## src/poa_pkg.sv

```systemverilog
// Package: transaction types, codes and controller/datapath interface of the arbiter.
package poa_pkg;

  localparam int NUM_OUTPUTS_DEF = 16;

  // Operation codes
  localparam logic [2:0] OP_ON     = 3'd0;
  localparam logic [2:0] OP_OFF    = 3'd1;
  localparam logic [2:0] OP_TOGGLE = 3'd2;
  localparam logic [2:0] OP_PULSE  = 3'd3;
  localparam logic [2:0] OP_TICK   = 3'd4;
  localparam logic [2:0] OP_INIT   = 3'd5;

  // Output modes
  localparam logic [1:0] MODE_OFF     = 2'd0;
  localparam logic [1:0] MODE_ON      = 2'd1;
  localparam logic [1:0] MODE_PULSING = 2'd2;
  localparam logic [1:0] MODE_FAULT   = 2'd3;

  // Status codes
  localparam logic [1:0] ST_OK         = 2'd0;
  localparam logic [1:0] ST_BAD_OUTPUT = 2'd1;
  localparam logic [1:0] ST_BAD_OP     = 2'd2;
  localparam logic [1:0] ST_WRITE_FAIL = 2'd3;

  // ms -> s: floor(x / 1000) == (x * ceil(2^38 / 1000)) >> 38 for every 32-bit x
  localparam int MS_PER_S  = 1000;
  localparam int DIV_SHIFT = 38;
  localparam int MAGIC_W   = 29;
  localparam logic [MAGIC_W-1:0] DIV_MAGIC =
    MAGIC_W'(((64'd1 << DIV_SHIFT) + 64'(MS_PER_S) - 64'd1) / 64'(MS_PER_S));
  localparam int PROD_W    = 32 + MAGIC_W;

  typedef struct packed {
    logic [2:0]  operation;
    logic [7:0]  output_number;
    logic [7:0]  request_priority;
    logic [15:0] owner_id;
    logic [31:0] pulse_ms;
    logic [31:0] now_time;
    logic        write_ok;
  } in_item_t;

  typedef struct packed {
    logic [4:0] drive_output;
    logic       drive_level;
    logic       drive_valid;
    logic [1:0] result_mode;
    logic [1:0] status;
    logic       last_result;
  } out_item_t;

  typedef struct packed {
    logic load_in;
    logic clr_idx;
    logic scan_step;
    logic skip_bit;
    logic emit_bit;
    logic emit_empty;
    logic commit_single;
    logic init_step;
  } poa_cmd_t;

  typedef struct packed {
    logic is_tick;
    logic is_init;
    logic out_free;
    logic idx_last;
    logic mask_zero;
    logic bit_set;
    logic last_bit;
  } poa_sts_t;

endpackage

```

## src/poa_ctrl.sv

```systemverilog
// Controller: sequences decode, single updates, tick scan/emit and init walk.
module poa_ctrl (
  input  logic              clk,
  input  logic              rst_n,
  input  logic              in_valid,
  output logic              in_stall,
  input  poa_pkg::poa_sts_t sts,
  output poa_pkg::poa_cmd_t cmd
);
  import poa_pkg::*;

  typedef enum logic [5:0] {
    S_IDLE   = 6'b000001,
    S_DECODE = 6'b000010,
    S_CALC   = 6'b000100,
    S_SCAN   = 6'b001000,
    S_EMIT   = 6'b010000,
    S_INIT   = 6'b100000
  } state_t;

  state_t state_r, state_nxt;

  always_ff @(posedge clk) begin
    if (!rst_n) begin
      state_r <= S_IDLE;
    end else begin
      state_r <= state_nxt;
    end
  end

  assign in_stall = (state_r != S_IDLE);

  always_comb begin
    state_nxt = state_r;
    cmd       = '0;
    case (state_r)
      S_IDLE: begin
        if (in_valid) begin
          cmd.load_in = 1'b1;
          state_nxt   = S_DECODE;
        end
      end
      S_DECODE: begin
        cmd.clr_idx = 1'b1;
        if (sts.is_tick) begin
          state_nxt = S_SCAN;
        end else if (sts.is_init) begin
          state_nxt = S_INIT;
        end else begin
          state_nxt = S_CALC;
        end
      end
      S_CALC: begin
        if (sts.out_free) begin
          cmd.commit_single = 1'b1;
          state_nxt         = S_IDLE;
        end
      end
      S_SCAN: begin
        cmd.scan_step = 1'b1;
        if (sts.idx_last) begin
          cmd.clr_idx = 1'b1;
          state_nxt   = S_EMIT;
        end
      end
      S_EMIT: begin
        if (sts.mask_zero) begin
          // nothing expired: one empty result
          if (sts.out_free) begin
            cmd.emit_empty = 1'b1;
            state_nxt      = S_IDLE;
          end
        end else if (!sts.bit_set) begin
          cmd.skip_bit = 1'b1;
        end else if (sts.out_free) begin
          cmd.emit_bit = 1'b1;
          if (sts.last_bit) begin
            state_nxt = S_IDLE;
          end
        end
      end
      S_INIT: begin
        if (sts.out_free) begin
          cmd.init_step = 1'b1;
          if (sts.idx_last) begin
            state_nxt = S_IDLE;
          end
        end
      end
      default: begin
        state_nxt = S_IDLE;
      end
    endcase
  end

endmodule

```

## src/poa_dp.sv

```systemverilog
// Datapath: per-output state, arbitration, pulse deadline and result register.
module poa_dp #(
  parameter int NUM_OUTPUTS = poa_pkg::NUM_OUTPUTS_DEF
) (
  input  logic               clk,
  input  logic               rst_n,
  input  poa_pkg::in_item_t  in_data,
  input  logic               cfg_we,
  input  logic [15:0]        cfg_wdata,
  input  poa_pkg::poa_cmd_t  cmd,
  output poa_pkg::poa_sts_t  sts,
  output logic               out_valid,
  input  logic               out_stall,
  output poa_pkg::out_item_t out_data
);
  import poa_pkg::*;

  localparam int IDX_W = (NUM_OUTPUTS > 1) ? $clog2(NUM_OUTPUTS) : 1;

  in_item_t               in_r;
  logic [15:0]            mask_cfg_r;
  logic [PROD_W-1:0]      prod_r;
  logic [IDX_W-1:0]       idx_r;
  logic [NUM_OUTPUTS-1:0] exp_r;
  logic                   out_valid_r;
  out_item_t              out_r;

  logic [1:0]  mode_r  [NUM_OUTPUTS];
  logic [7:0]  opri_r  [NUM_OUTPUTS];
  logic [15:0] orule_r [NUM_OUTPUTS];
  logic [31:0] dline_r [NUM_OUTPUTS];

  // single-request arbitration
  logic [7:0]       num_m1;
  logic [IDX_W-1:0] sidx;
  logic             num_ok;
  logic [1:0]       cur_mode;
  logic             lvl;
  logic             skip;
  logic             drove;
  logic [1:0]       new_mode;
  logic [1:0]       st;
  logic             set_dline;
  logic [31:0]      dline_nxt;
  out_item_t        single_res;

  // tick / init
  logic                   expire;
  logic [NUM_OUTPUTS-1:0] idx_bit;
  logic [4:0]             idx_num;
  logic                   init_lvl;

  logic      out_load;
  out_item_t out_nxt;
  logic      step_idx;

  always_ff @(posedge clk) begin
    if (cmd.load_in) begin
      in_r <= in_data;
    end
    prod_r <= PROD_W'(in_r.pulse_ms) * PROD_W'(DIV_MAGIC);
  end

  always_ff @(posedge clk) begin
    if (!rst_n) begin
      mask_cfg_r <= '0;
    end else if (cfg_we) begin
      mask_cfg_r <= cfg_wdata;
    end
  end

  assign num_m1   = in_r.output_number - 8'd1;
  assign sidx     = num_m1[IDX_W-1:0];
  assign num_ok   = (in_r.output_number != 8'd0) &&
                    (in_r.output_number <= 8'(NUM_OUTPUTS));
  assign cur_mode = mode_r[sidx];

  always_comb begin
    case (in_r.operation)
      OP_OFF:    lvl = 1'b0;
      OP_TOGGLE: lvl = (cur_mode != MODE_ON);
      default:   lvl = 1'b1;
    endcase
    if (lvl) begin
      skip = (in_r.request_priority < opri_r[sidx]) || (cur_mode == MODE_ON);
    end else begin
      skip = ((orule_r[sidx] != in_r.owner_id) &&
              (in_r.request_priority < opri_r[sidx])) || (cur_mode == MODE_OFF);
    end
    drove     = !skip;
    st        = (drove && !in_r.write_ok) ? ST_WRITE_FAIL : ST_OK;
    new_mode  = cur_mode;
    if (drove) begin
      new_mode = !in_r.write_ok ? MODE_FAULT : (lvl ? MODE_ON : MODE_OFF);
    end
    // pulse arms even when arbitration skipped the write
    set_dline = (in_r.operation == OP_PULSE) && (st == ST_OK);
    if (set_dline) begin
      new_mode = MODE_PULSING;
    end
    dline_nxt = in_r.now_time + 32'(prod_r[PROD_W-1:DIV_SHIFT]);

    single_res             = '0;
    single_res.last_result = 1'b1;
    if (in_r.operation > OP_INIT) begin
      single_res.status = ST_BAD_OP;
    end else if (!num_ok) begin
      single_res.status = ST_BAD_OUTPUT;
    end else begin
      single_res.drive_output = drove ? 5'(in_r.output_number) : 5'd0;
      single_res.drive_level  = drove & lvl;
      single_res.drive_valid  = drove;
      single_res.result_mode  = new_mode;
      single_res.status       = st;
    end
  end

  assign expire   = (mode_r[idx_r] == MODE_PULSING) && (in_r.now_time >= dline_r[idx_r]);
  assign idx_bit  = NUM_OUTPUTS'(1) << idx_r;
  assign idx_num  = 5'(idx_r) + 5'd1;
  assign init_lvl = mask_cfg_r[idx_r];

  // state table
  always_ff @(posedge clk) begin
    if (!rst_n) begin
      for (int i = 0; i < NUM_OUTPUTS; i++) begin
        mode_r[i]  <= MODE_OFF;
        opri_r[i]  <= '0;
        orule_r[i] <= '0;
        dline_r[i] <= '0;
      end
    end else if (cmd.commit_single) begin
      if (num_ok && (in_r.operation <= OP_PULSE)) begin
        mode_r[sidx] <= new_mode;
        if (drove) begin
          opri_r[sidx]  <= in_r.request_priority;
          orule_r[sidx] <= in_r.owner_id;
        end
        if (set_dline) begin
          dline_r[sidx] <= dline_nxt;
        end
      end
    end else if (cmd.scan_step) begin
      if (expire) begin
        mode_r[idx_r] <= MODE_OFF;
        opri_r[idx_r] <= '0;
      end
    end else if (cmd.init_step) begin
      mode_r[idx_r]  <= init_lvl ? MODE_ON : MODE_OFF;
      opri_r[idx_r]  <= '0;
      orule_r[idx_r] <= '0;
      dline_r[idx_r] <= '0;
    end
  end

  // walk index and expiry set
  assign step_idx = cmd.scan_step | cmd.skip_bit | cmd.emit_bit | cmd.init_step;

  always_ff @(posedge clk) begin
    if (!rst_n) begin
      idx_r <= '0;
      exp_r <= '0;
    end else begin
      if (cmd.clr_idx) begin
        idx_r <= '0;
      end else if (step_idx) begin
        idx_r <= idx_r + IDX_W'(1);
      end
      if (cmd.load_in) begin
        exp_r <= '0;
      end else if (cmd.scan_step && expire) begin
        exp_r <= exp_r | idx_bit;
      end else if (cmd.emit_bit) begin
        exp_r <= exp_r & ~idx_bit;
      end
    end
  end

  // result register
  always_comb begin
    out_nxt             = '0;
    out_nxt.last_result = 1'b1;
    if (cmd.commit_single) begin
      out_nxt = single_res;
    end else if (cmd.emit_bit) begin
      out_nxt.drive_output = idx_num;
      out_nxt.drive_valid  = 1'b1;
      out_nxt.result_mode  = MODE_OFF;
      out_nxt.status       = ST_OK;
      out_nxt.last_result  = sts.last_bit;
    end else if (cmd.init_step) begin
      out_nxt.drive_output = idx_num;
      out_nxt.drive_level  = init_lvl;
      out_nxt.drive_valid  = 1'b1;
      out_nxt.result_mode  = init_lvl ? MODE_ON : MODE_OFF;
      out_nxt.status       = ST_OK;
      out_nxt.last_result  = sts.idx_last;
    end
  end

  assign out_load = cmd.commit_single | cmd.emit_bit | cmd.emit_empty | cmd.init_step;

  always_ff @(posedge clk) begin
    if (!rst_n) begin
      out_valid_r <= 1'b0;
    end else if (out_load) begin
      out_valid_r <= 1'b1;
    end else if (!out_stall) begin
      out_valid_r <= 1'b0;
    end
  end

  always_ff @(posedge clk) begin
    if (out_load) begin
      out_r <= out_nxt;
    end
  end

  assign out_valid = out_valid_r;
  assign out_data  = out_r;

  always_comb begin
    sts           = '0;
    sts.is_tick   = (in_r.operation == OP_TICK);
    sts.is_init   = (in_r.operation == OP_INIT);
    sts.out_free  = !out_valid_r || !out_stall;
    sts.idx_last  = (idx_r == IDX_W'(NUM_OUTPUTS - 1));
    sts.mask_zero = (exp_r == '0);
    sts.bit_set   = |(exp_r & idx_bit);
    sts.last_bit  = ((exp_r & ~idx_bit) == '0);
  end

endmodule

```

## src/priority_output_arbiter_top.sv

```systemverilog
// Sequence: on/off/toggle/pulse and invalid requests are registered on acceptance,
//   decoded, and their result loaded once the output register is free; only then is
//   the next transaction taken. Tick: scan all outputs, then walk to emit each expired one
//   (or one empty result); init: one result per output. Rate is set by the single
//   state-table port: one output is read and updated per cycle, unless a result waits.
// Reset (synchronous, rst_n low): all outputs off, owners and deadlines zero, mask zero.
module priority_output_arbiter_top #(
  parameter int NUM_OUTPUTS = poa_pkg::NUM_OUTPUTS_DEF
) (
  input  logic               clk,
  input  logic               rst_n,
  // request channel
  input  logic               in_valid,
  output logic               in_stall,
  input  poa_pkg::in_item_t  in_data,
  // result channel
  output logic               out_valid,
  input  logic               out_stall,
  output poa_pkg::out_item_t out_data,
  // default-on mask register
  input  logic               cfg_we,
  input  logic [15:0]        cfg_wdata
);
  import poa_pkg::*;

  // Controller <-> datapath handshake: commands one way, status the other.
  poa_cmd_t cmd;
  poa_sts_t sts;

  // The controller holds in_stall high from the accepting edge until the
  // transaction's last result has been loaded into the output register, so
  // only one transaction is ever in flight.
  poa_ctrl u_ctrl (
    .clk      (clk),
    .rst_n    (rst_n),
    .in_valid (in_valid),
    .in_stall (in_stall),
    .sts      (sts),
    .cmd      (cmd)
  );

  // The datapath owns the per-output state table, the ms-to-s reciprocal
  // multiply (registered before the deadline add), the tick expiry set and
  // the output register that decouples the result side from the walk.
  poa_dp #(
    .NUM_OUTPUTS (NUM_OUTPUTS)
  ) u_dp (
    .clk       (clk),
    .rst_n     (rst_n),
    .in_data   (in_data),
    .cfg_we    (cfg_we),
    .cfg_wdata (cfg_wdata),
    .cmd       (cmd),
    .sts       (sts),
    .out_valid (out_valid),
    .out_stall (out_stall),
    .out_data  (out_data)
  );

endmodule

```

## config.mk

```make
export PLATFORM = sky130hd
export DESIGN_NAME = priority_output_arbiter_top
export DESIGN_NICKNAME = d
export VERILOG_FILES = /design/src/poa_pkg.sv /design/src/poa_ctrl.sv /design/src/poa_dp.sv /design/src/priority_output_arbiter_top.sv
export SDC_FILE = /design/constraint.sdc
export NUM_CORES = 2
export LEC_CHECK = 0
export BUFFER_PORTS_ARGS = -buffer_cell sky130_fd_sc_hd__buf_2
export CAP_MARGIN = 20
export CORE_MARGIN = 10
export CORE_UTILIZATION = 59
export DETAILED_ROUTE_END_ITERATION = 12
export GPL_ROUTABILITY_DRIVEN = 0
export PLACE_DENSITY = 0.76
export SYNTH_ARGS = -nofsm -noshare
export SYNTH_HDL_FRONTEND = slang
export SYNTH_HIERARCHICAL = 1
export SYNTH_SLANG_ARGS = --single-unit
```

## constraint.sdc

```tcl
create_clock -name clk -period 9 [get_ports clk]
set_input_delay 1.8 -clock clk [delete_from_list [all_inputs] [get_ports clk]]
set_output_delay 1.8 -clock clk [all_outputs]
set_load 0.05 [all_outputs]
```

==> out/summary.txt <==
1st-iter DRT viols - 5185
Hold path cells - 2
Worst EP required - 9.60 ns
Worst-Margin Slew - 1.094 ns
MaxCap Viol Count - 0
RSZ-0062 raised after global routing - no
First-pass GRT wire length - 259.9 mm
Placeable Area - 107700 sq um
Total number of vias - 41.98k
Mux cell area share after synthesis - 0.1076
Global route overflow - 0
Drt wl/cell - 25.74 um
Fin crit period - 7.982 ns
Outcome - completed
Cells after Synth - 5025
Post-synthesis compound-gate area fraction - 0.04068
Routed wire length - 171.2 mm
Fmax - 125.3 MHz
Setup Viol. Count Final - 0
FP Rows - 120
R2r worst-path depth - 24
CTS max path bufs - 3
Die H - 350.0 um
Final slew viol count - 0
XOR/XNOR share of the synthesized area - 0.009815
Max-Slew Margin vs Limit - 0.2665
Initial antenna violation count - 0
TritonRoute pass-1 iters - 7
Nets@finish - 6035
Number of port buffers - 134
Number of synthesized flops with an enable pin - 1040
Synth Register Bits - 1110
I/O pins - 135
Antenna cell count - 0
Vias in the first global route - 43.30k
DIE AREA - 122500 sq um
Syn. warnings - 6
Ranking of synthesized cells by area - edfxtp_1, mux4_2, fa_1
Fraction of layout cells with a size suffix above 1 - 0.1524
Simple-gate share of the synthesized area - 0.09852
Post-synth top cells - edfxtp_1, nor2_1, inv_1
CTS tree - done
Worst setup path category - flop to flop
TritonCTS buffer count - 112
Largest family of logic cells by synthesized area - adder cells
DIE WIDTH - 350.0 um
Clock sink total - 1110
Initial core utilization - 0.5968
Number of setup buffers added after CTS - 0
Ys flop type - edfxtp_1
Clock skew - 0.04991 ns
Period utilization - 0.8869
Syn_nets - 5903
Clock Latency Late Sink - 0.73 ns
DP HPWL - 111.9 mm
Hold_buf cts - 0
CP endpoint kind - flop
Count leader, synth - edfxtp_1
Synth Cell Area - 64250 sq um
Area added between synthesis and finish - 10.01%
Largest net degree at the start of global routing - 92
Post-cts sizing count - 0
Drt via density - 6.311
Sequential area share after synthesis - 0.5079
Async set-reset flop share out of synthesis - 0
Adder-cell area share of the yosys netlist - 0.1824
Worst endpoint data arrival time - 8.58 ns
Syn Area/Cell - 12.79 sq um
Root buffer cell - clkbuf_16
CP Max Fanout - 11
Startpoint Class - flop
Global-route usage over all layers - 0.2798
Post-DRT Antenna Nets - 0
Drt drc - 0
H-Tree Depth - 3
Clock-pin slew on the worst setup and hold paths - 0.06 ns
Final hold viol count - 0
Setup TNS - 0 ns
Hold/Removal Path Class - flop to flop
Synth top area share - 0.4861
Netlist cell types - 77
Area leader, netlist - edfxtp_1
Reg-to-reg slack, setup - 1.02 ns
-- through the flow --
step                worst slack, ns  hold WS (ns)    util  instance area, sq um  instances
finish                        1.018        0.4976  0.6566                 70680       6652
floorplan                     1.394        0.4546       -                 64250       5025
detailed placement            1.187        0.4814  0.6210                 66850       6438
global route                 0.6742        0.5278  0.6566                 70680       6652
CTS                           1.148        0.4980  0.6558                 70600       6644
global placement              1.292        0.4715  0.6204                 66790       6433
-- logic make-up (layout without fill, tap and decap cells) --
kind of cell | count (synthesis) | count (layout)
buf+inv | 858 | 1082
compound gates | 395 | 395
xor+xnor | 72 | 72
mux | 328 | 328
simple gates | 1505 | 1505
flops | 1110 | 1110
fa+ha+maj | 757 | 757
-- path summary, 6_finish.rpt --
kind | from | to
max reg2reg | u_dp/in_r[45] | u_dp/prod_r[60]
min | u_dp/mask_cfg_r[3] | u_dp/mask_cfg_r[3]
min reg2reg | u_dp/mask_cfg_r[3] | u_dp/mask_cfg_r[3]
max | u_dp/in_r[45] | u_dp/prod_r[60]
-- critical path, cell delays in order (launching register included) --
cell and delay, ns:
edfxtp_1 0.79, ha_1 0.36, fa_1 0.40, fa_1 0.49, inv_1 0.05, fa_1 0.48, inv_1 0.06, fa_1 0.49
fa_1 0.54, fa_1 0.51, inv_1 0.05, fa_1 0.48, inv_1 0.04, ha_1 0.31, a21o_1 0.17, a21o_1 0.18
o211ai_1 0.20, a21oi_1 0.11, nor4_1 0.46, a21boi_0 0.17, buf_4 0.19, o21ai_0 0.47, o221ai_1 0.33, a21o_1 0.27
a31o_2 0.24
-- metal layers --
layer | vias up | GRT usage | wire [um]
met5 | - | 0 | 0
met4 | 0 | 0.1020 | 6793
met3 | 448 | 0.06166 | 19480
met2 | 2638 | 0.4538 | 82240
met1 | 20939 | 0.3713 | 62710
li1 | 17956 | - | -
-- state kept, by name (all words and copies together) (netlist names), named ones only --
signal           flops
u_ctrl/state_r       6
u_dp/dline_r       512
u_dp/idx_r           4
u_dp/in_r          100
u_dp/mask_cfg_r     16
u_dp/mode_r         32
u_dp/opri_r        128
u_dp/orule_r       256
u_dp/out_data       12
u_dp/out_valid       1
u_dp/prod_r         23
-- area by class of cell --
class | instances | area, sq um
Sequential cell | 1110 | 32640
Tap cell | 1403 | 1755
Multi-Input combinational cell | 3057 | 28480
Clock inverter | 78 | 889.6
Fill cell | 7545 | 36970
Inverter | 605 | 2271
Clock buffer | 128 | 2863
Timing Repair Buffer | 271 | 1782
-- cell usage in the layout (no fill, tap or decap), types with 17 or more instances in the layout --
master / instances
inv_1: 605
mux4_2: 290
nor3_1: 52
xnor2_1: 21
a31oi_1: 22
xor2_1: 47
nand3_1: 43
a21oi_1: 95
ha_1: 457
edfxtp_1: 1040
nand2_1: 221
and3_1: 25
and2_1: 24
nor2_1: 986
nand4_1: 17
buf_2: 135
a21o_1: 50
fa_1: 299
buf_4: 130
clkinv_1: 26
o21ai_0: 67
nand2b_1: 28
clkbuf_16: 112
dfxtp_1: 66
mux2i_1: 38
Power is not shown: default switching activity piles up to over one toggle a cycle in this logic, so the estimate is an artifact.
